`config.mk`:
```
export PLATFORM = sky130hd
export DESIGN_NAME = lobm_cell
export DESIGN_NICKNAME = d
export VERILOG_FILES = /design/src/hw/rtl/lobm_pkg.sv /design/src/hw/rtl/lobm_cell.sv
export SDC_FILE = /design/constraint.sdc
export NUM_CORES = 1
export LEC_CHECK = 0
export ABC_AREA = 1
export BUFFER_PORTS_ARGS = -buffer_cell sky130_fd_sc_hd__buf_2
export CAP_MARGIN = 20
export CELL_PAD_IN_SITES_DETAIL_PLACEMENT = 2
export CELL_PAD_IN_SITES_GLOBAL_PLACEMENT = 2
export CORE_MARGIN = 1.5
export CORE_UTILIZATION = 30
export DETAILED_ROUTE_END_ITERATION = 12
export GPL_ROUTABILITY_DRIVEN = 0
export HOLD_SLACK_MARGIN = 0.06
export PLACE_DENSITY = 0.76
export SLEW_MARGIN = 20
export SYNTH_ARGS = -nofsm -noshare
export SYNTH_HDL_FRONTEND = slang
export SYNTH_SLANG_ARGS = --single-unit
```
`constraint.sdc`:
```
create_clock -name clk -period 3.6 [get_ports clk]
set_input_delay 0.18 -clock clk [delete_from_list [all_inputs] [get_ports clk]]
set_output_delay 0.18 -clock clk [all_outputs]
set_load 0.1 [all_outputs]
```
`src/hw/rtl/lobm_pkg.sv`:
```
package lobm_pkg;

  localparam int BOOK_DEPTH  = 32;
  localparam int NUM_SYMBOLS = 4;
  localparam int PRICE_BITS  = 16;
  localparam int QTY_BITS    = 24;
  localparam int SYM_BITS    = 2;
  localparam int SYM_IDX_W   = (NUM_SYMBOLS > 1) ? $clog2(NUM_SYMBOLS) : 1;
  localparam int CNT_W       = $clog2(BOOK_DEPTH + 1);

  localparam logic SIDE_BUY  = 1'b0;
  localparam logic SIDE_SELL = 1'b1;

  localparam logic KIND_TRADE = 1'b0;
  localparam logic KIND_END   = 1'b1;

  typedef enum logic [1:0] {
    OP_NOP,
    OP_INS,
    OP_POP,
    OP_DEC
  } cell_op_t;

  typedef struct packed {
    logic [PRICE_BITS-1:0] price;
    logic [QTY_BITS-1:0]   qty;
  } entry_t;

  typedef struct packed {
    cell_op_t              op;
    logic                  sell;
    logic [SYM_IDX_W-1:0]  sym;
    logic [PRICE_BITS-1:0] price;
    logic [QTY_BITS-1:0]   qty;   // new quantity on insert, amount on decrement
  } cell_cmd_t;

  typedef struct packed {
    logic [SYM_BITS-1:0]   symbol_id;
    logic                  side;
    logic [PRICE_BITS-1:0] price_ticks;
    logic [QTY_BITS-1:0]   quantity;
  } order_t;

  typedef struct packed {
    logic                  kind;
    logic [QTY_BITS-1:0]   trade_quantity;
    logic [PRICE_BITS-1:0] trade_price;
    logic                  book_full;
    logic [QTY_BITS-1:0]   best_bid_qty;
    logic [QTY_BITS-1:0]   best_ask_qty;
    logic                  last;
  } result_t;

endpackage

```
`src/hw/rtl/lobm_cell.sv`:
```
module lobm_cell (
  input  logic               clk,
  input  lobm_pkg::cell_cmd_t cmd,
  input  logic               valid,
  input  logic               head,
  input  logic               left_keep,
  input  lobm_pkg::entry_t   left_ent,
  input  lobm_pkg::entry_t   right_ent,
  output lobm_pkg::entry_t   ent,
  output logic               keep
);

  // One slot of this book position per symbol.
  lobm_pkg::entry_t slots [lobm_pkg::NUM_SYMBOLS];
  lobm_pkg::entry_t slot_next;

  assign ent  = slots[cmd.sym];
  // Entry stays ahead of the new order: better or equal price.
  assign keep = valid && (cmd.sell ? (ent.price <= cmd.price) : (ent.price >= cmd.price));

  always_comb begin
    slot_next = ent;
    case (cmd.op)
      lobm_pkg::OP_INS: begin
        if (!keep) begin
          if (left_keep) begin
            slot_next.price = cmd.price;
            slot_next.qty   = cmd.qty;
          end else begin
            slot_next = left_ent;
          end
        end
      end
      lobm_pkg::OP_POP: slot_next = right_ent;
      // Only the top of book is partly filled.
      lobm_pkg::OP_DEC: begin
        if (head) slot_next.qty = ent.qty - cmd.qty;
      end
      default: slot_next = ent;
    endcase
  end

  always_ff @(posedge clk) begin
    if (cmd.op != lobm_pkg::OP_NOP) begin
      slots[cmd.sym] <= slot_next;
    end
  end

endmodule

```
======== Word-level counts from Yosys, hierarchy flattened ========
Memories as Yosys holds them, arrays and structs flattened.
Index checks and enable logic that the tools add are counted.
operators by class
  add/sub/neg operators ................... 1
  multipliers ............................. 0
  div/mod/pow operators ................... 0
  $lt $le $gt $ge ......................... 2
  equality and inequality tests ........... 3
  shifts and indexed selects .............. 0
  multiplexer cells ....................... 8
  bitwise gates (word level) .............. 0
  reduce and logical (&&, ||, !) cells .... 2
operator list
  kind                                            count
  two-way mux 40 bit                              2
  case mux 24 bit (3 select lines)                1
  case mux 16 bit (2 select lines)                1
  two-way mux 24 bit                              1
  subtractor 24 bit                               1
  greater-or-equal comparator 16 bit              1
  less-or-equal comparator 16 bit                 1
  == test 2 bit (second input constant)           2
  two-way mux 1 bit                               3
  == test 2 x 1 -> 1 bit (second input constant)  1
  nonzero test 2 bit                              1
  logical AND 1 bit                               1
storage, ports and cells
  bits in registers ....................... 0
  bits in latches ......................... 0
  RAM bits ................................ 160
  bits in read-only memories .............. 0
  input bits .............................. 129
  output and inout port bits .............. 41
  memories kept ........................... 1
memories
  memory  depth  width  read ports  clocked after memory_dff  wr ports  line             RTL
  slots   4      40     1           0                         1         lobm_cell.sv:14  lobm_pkg::entry_t slots [lobm_pkg::NUM_SYMBOLS];

======== Depth between registers and ports, before layout ========
Gate-level depths: netlist of run 1.
An unclocked memory read counts as a cell.
  depth in word-level cells ............... 6
  mapped depth ............................ 21

======== Worst setup path after synthesis of run 1 ========
No wires, ideal clock.
  path kind ............................... input to register
  start ................................... input cmd[43] (netlist name)
  end ..................................... memory slots[0][0] (netlist name), enable pin
  library setup time ...................... 487 ps
  arrival time ............................ 3300 ps
  required time ........................... 3113 ps
  slack ................................... -188 ps
  cell stages on the path ................. 4
  path through ............................ inv_1 > ha_1 > buf_2 > nor3_1
on the way
  cells in the longest elaborated chain, start to end .. 3
RTL lines
  item                                     line             RTL
  start: declaration                       lobm_cell.sv:3   input lobm_pkg::cell_cmd_t cmd,
  nonzero test 2 bit                       lobm_cell.sv:44  if (cmd.op != lobm_pkg::OP_NOP) begin
  two-way mux 1 bit                        lobm_cell.sv:44
  two-way mux 1 bit (not written as such)  lobm_cell.sv:45  slots[cmd.sym] <= slot_next;
  end: declaration                         lobm_cell.sv:14
Every way passes these cells.

======== Final worst setup path of run 1 ========
  start ................................... memory slots[0][29] (netlist name)
  end ..................................... output keep
on the way
  cells in the longest elaborated chain, start to end .. 4
  elaborated cells on any way between the ends .. 5
  classes of those cells .................. 2 x order compare; 1 x mux; 1 x reduce/logical; 1 x memory
RTL lines
  item                                                                                   line             RTL
  memory (4 x 40 bit) *                                                                  --
  greater-or-equal comparator 16 bit or less-or-equal comparator 16 bit (tied branches)  lobm_cell.sv:19  assign keep = valid && (cmd.sell ? (ent.price <= cmd.price) : (ent.price >= cmd.price));
  two-way mux 1 bit *                                                                    lobm_cell.sv:19
  logical AND 1 bit *                                                                    lobm_cell.sv:19
  end: declaration                                                                       lobm_cell.sv:10  output logic keep
Mark *: on every way between the ends. The rest lies on a longest branch, timed or not.

==> metrics list, run 1 <==
* H-tree levels: 4
- The library cell used most frequently in the layout, excluding fill and tap cells, is sky130_fd_sc_hd__nand2_1.
* Count of buffering cells on the critical path with inverters included: 4
- Crit-path slowest cell: sky130_fd_sc_hd__edfxtp_1
- At the pin with the least slew margin, the transition time is 912 ps.
- Family with the most delay on the worst path: simple AND/OR/NAND/NOR gates
- I/O Buffers: 169
- The register with the most flip-flops in the layout has 160 of them.
- The tightest min-delay check is of the in -> reg type.
* Kind of end point of the critical path: output pin
- TritonCTS built the clock tree.
- Number of nets in the layout: 1822
- Routed via count divided by cell count: 5.15
* Setup repair after global routing missed its margin: no
- Final hold violations: 0
* Leakage power total: ~6.6 nW
- In the layout the commonest cells are sky130_fd_sc_hd__nand2_1, sky130_fd_sc_hd__inv_1, sky130_fd_sc_hd__buf_2.
- The first global-routing pass estimated 70.4 mm of wire.
- Counting along the longest clock path gives a buffer depth of 2.
- Counting every sink on the clock net gives 160.
- Critical path start-end classification: reg -> out
- For the final database, setup skew stands at 13.6 ps.
- Summing every instance area after synthesis gives 10800 µm².
- Maximum number of pins on one net before global-route repair: 45
- At the worst endpoint, the arrival time is between 3000 and 4000 ps.
- In this run the biggest area consumer among cell types represents 44.4% of the synthesized area.
- Dividing the final minimum period by the clock period gives 93.8%.
- First-pass iteration count of the detailed router: 8
* Synth unique cells: 40
- Aggregate global-route resource usage: 25.6%
- For this run, the number of standard cells in the final layout without fillers is ~2100.
- Number of design rule violations left after detail routing: 0
- The count of pins over their slew limit was 0.
- Hpwl dp: 34.2 mm
- Max-cap violations in this run came to 0.
* Worst slew margin: 39.2%
* Placed Area: 13000 µm²
* Run status: finished, final reports clean
- The total area inside the core boundary comes to 35600 µm².
- The routed layout has 10900 vias.
* CTS Hold Bufs: 0
* Proportion of synthesized chip area in sequential cells: between 40 and 50%
* First-iteration detailed-routing DRC count: 569
- Clock slew at reported path FFs: approximately 70 ps
* Post-synthesis net count: 1584
* Delay of the slowest critical-path stage: around 420 ps
* Cell at the root of the clock tree: sky130_fd_sc_hd__clkbuf_16
* Initial core utilization: 30.4%
- Biggest register: slots
- Startpoint kind of the worst setup timing path: flip-flop
* Die H: 193 µm
- During synthesis, Yosys emitted a total of 0 warnings.
- Minimum clock period after layout: 3380 ps
* Power per Cell Area: 455 nW/µm²
- Cell repeated most along the worst path: sky130_fd_sc_hd__nand2_1
- In this run, CTS created clock tree buffers numbering 17.
- Critical-path maximum fanout: 16
- The clock reaches the later pin of the worst-skew pair after 440 ps.
* Number of placement rows: 69
- The biggest area contributor in the post-synthesis netlist is sky130_fd_sc_hd__edfxtp_1.
- Largest cells by area after synthesis: sky130_fd_sc_hd__edfxtp_1, sky130_fd_sc_hd__nand2_1, sky130_fd_sc_hd__inv_1
- Horizontal die dimension: 193 µm
* Average cell area after synthesis: 7.67 µm²
- Data required time of the critical path: between 3000 and 4000 ps
* # placed instances: ~2100
* Aggregate routed wire length: 46.8 mm
* Ratio of cells with drive above 1 in the final layout: between 20% and 30%
- The number of global-route vias before repair was 12000.
- Synthesis handed over a netlist of roughly 1400 instances.
* Count of boundary I/O pins: 170
- Max frequency: slightly below 0.3 GHz
- Total congestion overflow after global routing: 0
- Flop and latch count out of synthesis: 160
- Routed Antenna Nets: 0
- Setup total negative slack on the finished layout was measured at 0 ps.
* Largest registers: slots: 160 flops
* Final Setup Violations: 0
- The critical path goes through a22o_1, nor3_2, inv_1, ha_1, nand2_1, nor2_1, o21ai_0, nand3_1, nand2_1, nand2_1, nand3_2, nand3_4, buf_8, inv_1, buf_12.
- Relative to the synthesized area, the layout overhead comes to 25.3%.
- The initial antenna violation count is 1.
- DR WL/cell: 22.0 µm
- The die covers 37200 µm².
* Design area: 13600 µm²
- Peak supply drop: 344 µV
cell usage after synthesis:
cell type                  count
sky130_fd_sc_hd__nor3_1       16
sky130_fd_sc_hd__and2_1        1
sky130_fd_sc_hd__mux2i_1       2
sky130_fd_sc_hd__nand3_4       1
sky130_fd_sc_hd__a21o_1        1
sky130_fd_sc_hd__nand3b_1      3
sky130_fd_sc_hd__clkbuf_1     32
sky130_fd_sc_hd__a22o_1       22
sky130_fd_sc_hd__buf_2        19
sky130_fd_sc_hd__buf_6         7
sky130_fd_sc_hd__edfxtp_1    160
sky130_fd_sc_hd__nand3_2       1
sky130_fd_sc_hd__and3_1        7
sky130_fd_sc_hd__nor2_1      152
sky130_fd_sc_hd__nor3b_2       1
sky130_fd_sc_hd__ha_1         43
sky130_fd_sc_hd__xnor2_1       7
sky130_fd_sc_hd__clkinv_1      2
sky130_fd_sc_hd__o21ai_0      63
sky130_fd_sc_hd__o21ai_2       7
sky130_fd_sc_hd__nand4_1      46
sky130_fd_sc_hd__inv_2         2
sky130_fd_sc_hd__nand2_2       1
sky130_fd_sc_hd__nand3_1      90
sky130_fd_sc_hd__o21a_1        2
sky130_fd_sc_hd__xor2_1        1
sky130_fd_sc_hd__a221oi_2      1
sky130_fd_sc_hd__nand2_4       1
sky130_fd_sc_hd__a31oi_1       1
sky130_fd_sc_hd__o21bai_1      2
sky130_fd_sc_hd__nand4_2       1
sky130_fd_sc_hd__nand2_1     356
sky130_fd_sc_hd__fa_1          1
sky130_fd_sc_hd__nor3_2       12
sky130_fd_sc_hd__nor3_4        1
sky130_fd_sc_hd__a21oi_1      94
sky130_fd_sc_hd__inv_1       244
sky130_fd_sc_hd__a21boi_0      1
sky130_fd_sc_hd__buf_1         3
sky130_fd_sc_hd__buf_4         4
metal layers:
layer | wire, µm | track usage [%]
met5 | 0 | 0
met4 | 2020 | 11.8
met3 | 1960 | 2.91
met2 | 23700 | 46.1
met1 | 19100 | 30.5
path summary, 6_finish.rpt:
| check | from | end | slack, ps | cells past startpoint |
|---|---|---|---|---|
| max reg2reg | slots[0][29] | slots[1][37] | 300 | 15 |
| min reg2reg | slots[0][0] | slots[2][0] | 960 | 7 |
| max | slots[0][29] | keep | 220 | 15 |
| min | right_ent[0] | slots[2][0] | 270 | 4 |
repair_timing:
action                                  4_1_cts  5_1_grt
resized for setup                             0        5
buffers inserted                              0        0
endpoints found under the setup margin        0        1
area by class of cell:
type                    instances  area, µm²
clock inverters                15        161
flip-flops and latches        160       4800
diodes                          1       2.50
multi-input cells             938       4810
clock buffers                  17        425
fillers                      4191      22000
well taps                     461        577
repair buffers                284       1860
inverters                     248        931
cell families (layout without fill, tap and decap cells):
kind of cell             count (synthesis)  in the layout  synth area share (%)
AO/OA/AOI/OAI                          194            194                  10.2
XOR/XNOR                                 8              8                 0.647
adder cells (fa/ha/maj)                 44             44                  5.15
buffers and inverters                  313            564                  11.7
flip-flops                             160            160                  44.4
multiplexers                             2              2                 0.185
other                                    0              1                     0
AND/OR/NAND/NOR                        690            690                  27.7
per-stage QoR:
| stage | utilization, % | hold slack (ps) | power (mW) | setup slack [ps] |
|---|---|---|---|---|
| global route | 38.2 | 301 | 6.42 | 2.06 |
| CTS | 38.1 | 264 | 6.19 | 55.4 |
| global placement | 36.4 | 707 | 4.27 | 145 |
| floorplan | - | 567 | 3.55 | 119 |
| finish | 38.2 | 273 | 6.17 | 221 |
| detailed placement | 36.4 | 716 | 4.36 | 95.0 |
tightest hold or removal path, stage by stage:
cell                       delay (ps)
sky130_fd_sc_hd__buf_2             90
sky130_fd_sc_hd__a221oi_2          50
sky130_fd_sc_hd__a21oi_1          150
sky130_fd_sc_hd__buf_4            130
power breakdown:
part	total [mW]	internal [mW]	switching, mW
clock	1.83	1.03	0.800
sequential	2.27	2.23	0.0345
combinational	2.07	0.628	1.45
No activity file was read; power rests on OpenSTA's default activity.
==> run 2, diff against run 1 <==
- CORE_ASPECT_RATIO: unset -> 1.75
==> run 2 against run 1 <==
Largest power group unchanged. Design area increased by 0.38%. Combinational power about the same. Clock skew decreased by 1.8 ps. Register-to-register slack got worse by 30 ps. Fmax increased by 1.3%. Non-clock buffer count increased by 8.
==> metrics list, run 2 (synthesis results as in run 1) <==
- Die H: 254 µm (+32%)
* Critical path start-end classification: reg -> out
* # placed instances: 2103 (+0.57%)
- The number of vias per cell after detailed routing is 5.13 (-0.35%).
- The critical path goes through a22o_1, nor3_2, inv_1, ha_1, nand2_1, nor2_2, inv_1, nor2_1, nand2_1, nand4_2, nand3_4, buf_12, inv_1, buf_12.
- The slack of the worst reg-to-reg path is 270 ps (-30 ps).
* Number of non-filler instances in the completed layout: 2134 (+0.47%)
- The clock skew after layout came to 11.8 ps (-1.75 ps).
- Area delta synth->final: 25.8%
- TritonCTS built the clock tree.
- Peak supply drop: 314 µV (-8.6%)
* Number of max-capacitance violations reported: 0 (unchanged)
* Minimum clock period after layout: 3330 ps (-44.0 ps)
- Number of pins exceeding their max-slew limit in the final report: 0 (unchanged)
- Clock slew at reported path FFs: 70 ps (about the same)
- Number of nets in the layout: 1830 (+0.44%)
* Leading cell types in the layout, fill and taps excluded: sky130_fd_sc_hd__nand2_1, sky130_fd_sc_hd__inv_1, sky130_fd_sc_hd__buf_2
- The leakage component of the power came to 6.63 nW (+0.43%).
- The die span in x is 147 µm (-24%).
- The cell count of the worst hold path was 3 (-1).
* Antenna Cells: 0 (-1)
- Routed Antenna Nets: 0 (unchanged)
- Data required time of the critical path: 3420 ps (about the same)
- The delay of the slowest cell on the worst path was 370 ps (-50 ps).
- R2R Path End: slots[0][21]
* Core Footprint: 35400 µm² (-0.45%)
- The number of buffers added for setup after CTS is 0 (unchanged).
- The count of hold-fix buffers inserted at cts is 0 (unchanged).
- Family with the most delay on the worst path: simple AND/OR/NAND/NOR gates
- The cell count of the worst reg-to-reg path is 15 (unchanged).
* Cell repeated most along the worst path: sky130_fd_sc_hd__inv_1
- Worst hold path type: in -> reg
- The share of layout cells above drive strength 1 came to 21.4% (+0.090 points).
- Clock tree synthesis selected as its root buffer the cell sky130_fd_sc_hd__clkbuf_16.
* Inserted Clock Buffers: 17 (unchanged)
- The data arrival at the endpoint of the critical path came to 3150 ps (-50 ps).
- Flip-flop count of the largest register after layout: 160 (unchanged)
- Crit-path slowest cell: sky130_fd_sc_hd__edfxtp_1
* Worst Tran Pin Value: 1010 ps (+102 ps)
* Clock Sink Count: 160 (unchanged)
* Initial antenna violation count: 0 (-1)
* Worst Min Path Start: right_ent[33]
- The final period utilization was 92.6% (-1.2 points).
- Total die area: 37300 µm² (+0.12%)
- The number of buffers added on ports is 169 (unchanged).
- Number of placement rows: 91 (+32%)
- The worst slew slack as a fraction of its limit came to 32.4% (-6.8 points).
- Leaving out fill and tap cells, the most frequent cell in the layout is sky130_fd_sc_hd__nand2_1.
* First-iteration detailed-routing DRC count: 486 (-15%)
- Maximum number of pins on one net before global-route repair: 54 (+20%)
* Biggest register: slots
- The final hold violation count came to 0 (unchanged).
- The effective utilization at floorplan is 30.6% (+0.14 points).
* Critical-path maximum fanout: 23 (+7)
* DR WL/cell: 22.0 µm (about the same)
* Pre-CTS setup slack: -41.1 ps (-136 ps)
- Startpoint kind of the worst setup timing path: flip-flop
- In this run the critical register-to-register path is launched from slots[0][29].
- The number of global-route vias before repair came to 12500 (+4.1%).
- Vias: 10900 (+0.12%)
- Worst skew pair latency: 440 ps (about the same)
- The final setup violation count was 0 (unchanged).
- Power per Cell Area: 449 nW/µm² (-1.2%)
* Run status: finished, final reports clean
- The highest achievable clock rate is 0.300 GHz (+1.3%).
- The worst setup path is captured at an output pin.
- The post-layout worst setup margin came to 265 ps (+44.0 ps).
- The number of H-tree branching levels came to 4 (unchanged).
- Count of buffering cells on the critical path with inverters included: 5 (+1)
- First-pass GRT wire length: 71.1 mm (+1.0%)
* Total congestion overflow after global routing: 0 (unchanged)
- The DRC violation count after routing is 0 (unchanged).
- The worst-case clock buffer depth is 2 (unchanged).
- The count of boundary I/O pins was 170 (unchanged).
* Aggregate routed wire length: 47.0 mm (+0.43%)
- The estimated wirelength of the detail-placed design was 36.1 mm (+5.8%).
- The global routing usage summed across all routing layers came to 25.6% (about the same).
* Largest registers: slots: 160 flops
- First-pass iteration count of the detailed router: 5 (-3)
* Sink of the worst hold path: slots[2][33]
* Setup repair after global routing missed its margin: no
-- run 2: worst max-delay path by stage --
stage	startpoint	to	depth (start not counted)
global placement	cmd[40]	slots[0][17]	20
CTS	slots[0][29]	keep	14
global route	slots[3][31]	keep	15
floorplan	cmd[40]	keep	15
detailed placement	cmd[41]	slots[2][21]	19
finish	slots[0][29]	keep	14
-- run 2: per-layer routing --
layer | up-vias | share of wire (%) | track usage [%]
li1 | 5092 | - | -
met1 | 5483 | 36 | 25.4
met3 | 98 | 2.5 | 2.02
met4 | 0 | 5.2 | 14.4
met2 | 274 | 57 | 51.6
met5 | - | 0 | 0
-- run 2: repair_timing --
action / CTS / global route
hold endpoints to repair: 0 / 0
gates resized for setup: 0 / 1
endpoints found under the setup margin: 0 / 9
-- run 2: metrics by stage --
step / util [%] / instance area [µm²] / hold WS [ps] / power [mW] / setup TNS [ps]
after CTS: 38.5 / 13600 / 255 / 6.17 / 0
after floorplan: - / 10800 / 567 / 3.55 / 0
final: 38.5 / 13600 / 267 / 6.12 / 0
after global routing: 38.5 / 13600 / 304 / 6.39 / 0
after detailed placement: 36.9 / 13100 / 724 / 4.38 / -164
after global placement: 36.9 / 13100 / 721 / 4.28 / 0
-- run 2: layout make-up --
cell class                      count  area, µm²
Timing Repair Buffer              292       1930
Fill cell                        4120      21800
Tap cell                          465        582
Clock inverter                     12        138
Sequential cell                   160       4800
Clock buffer                       19        433
Multi-Input combinational cell    938       4800
Inverter                          248        931
-- run 2: power breakdown --
group / total (mW) / leakage (nW) / internal (mW) / switching (mW)
logic: 2.07 / 4.87 / 0.636 / 1.44
clock network: 1.78 / 0.262 / 1.02 / 0.759
registers: 2.27 / 1.50 / 2.23 / 0.0349
-- run 2: worst register-to-register path: stages, from the launching register on --
cell                       delay [ps]
sky130_fd_sc_hd__edfxtp_1         370
sky130_fd_sc_hd__a22o_1           250
sky130_fd_sc_hd__nor3_2           170
sky130_fd_sc_hd__inv_1            130
sky130_fd_sc_hd__ha_1             310
sky130_fd_sc_hd__nand2_1           60
sky130_fd_sc_hd__nor2_2           140
sky130_fd_sc_hd__inv_1             60
sky130_fd_sc_hd__nor2_1           270
sky130_fd_sc_hd__nand2_1          150
sky130_fd_sc_hd__nand4_2          190
sky130_fd_sc_hd__nand3_4          120
sky130_fd_sc_hd__buf_12           200
sky130_fd_sc_hd__nand2_1           80
sky130_fd_sc_hd__nand3_1           70
sky130_fd_sc_hd__a21oi_1          470
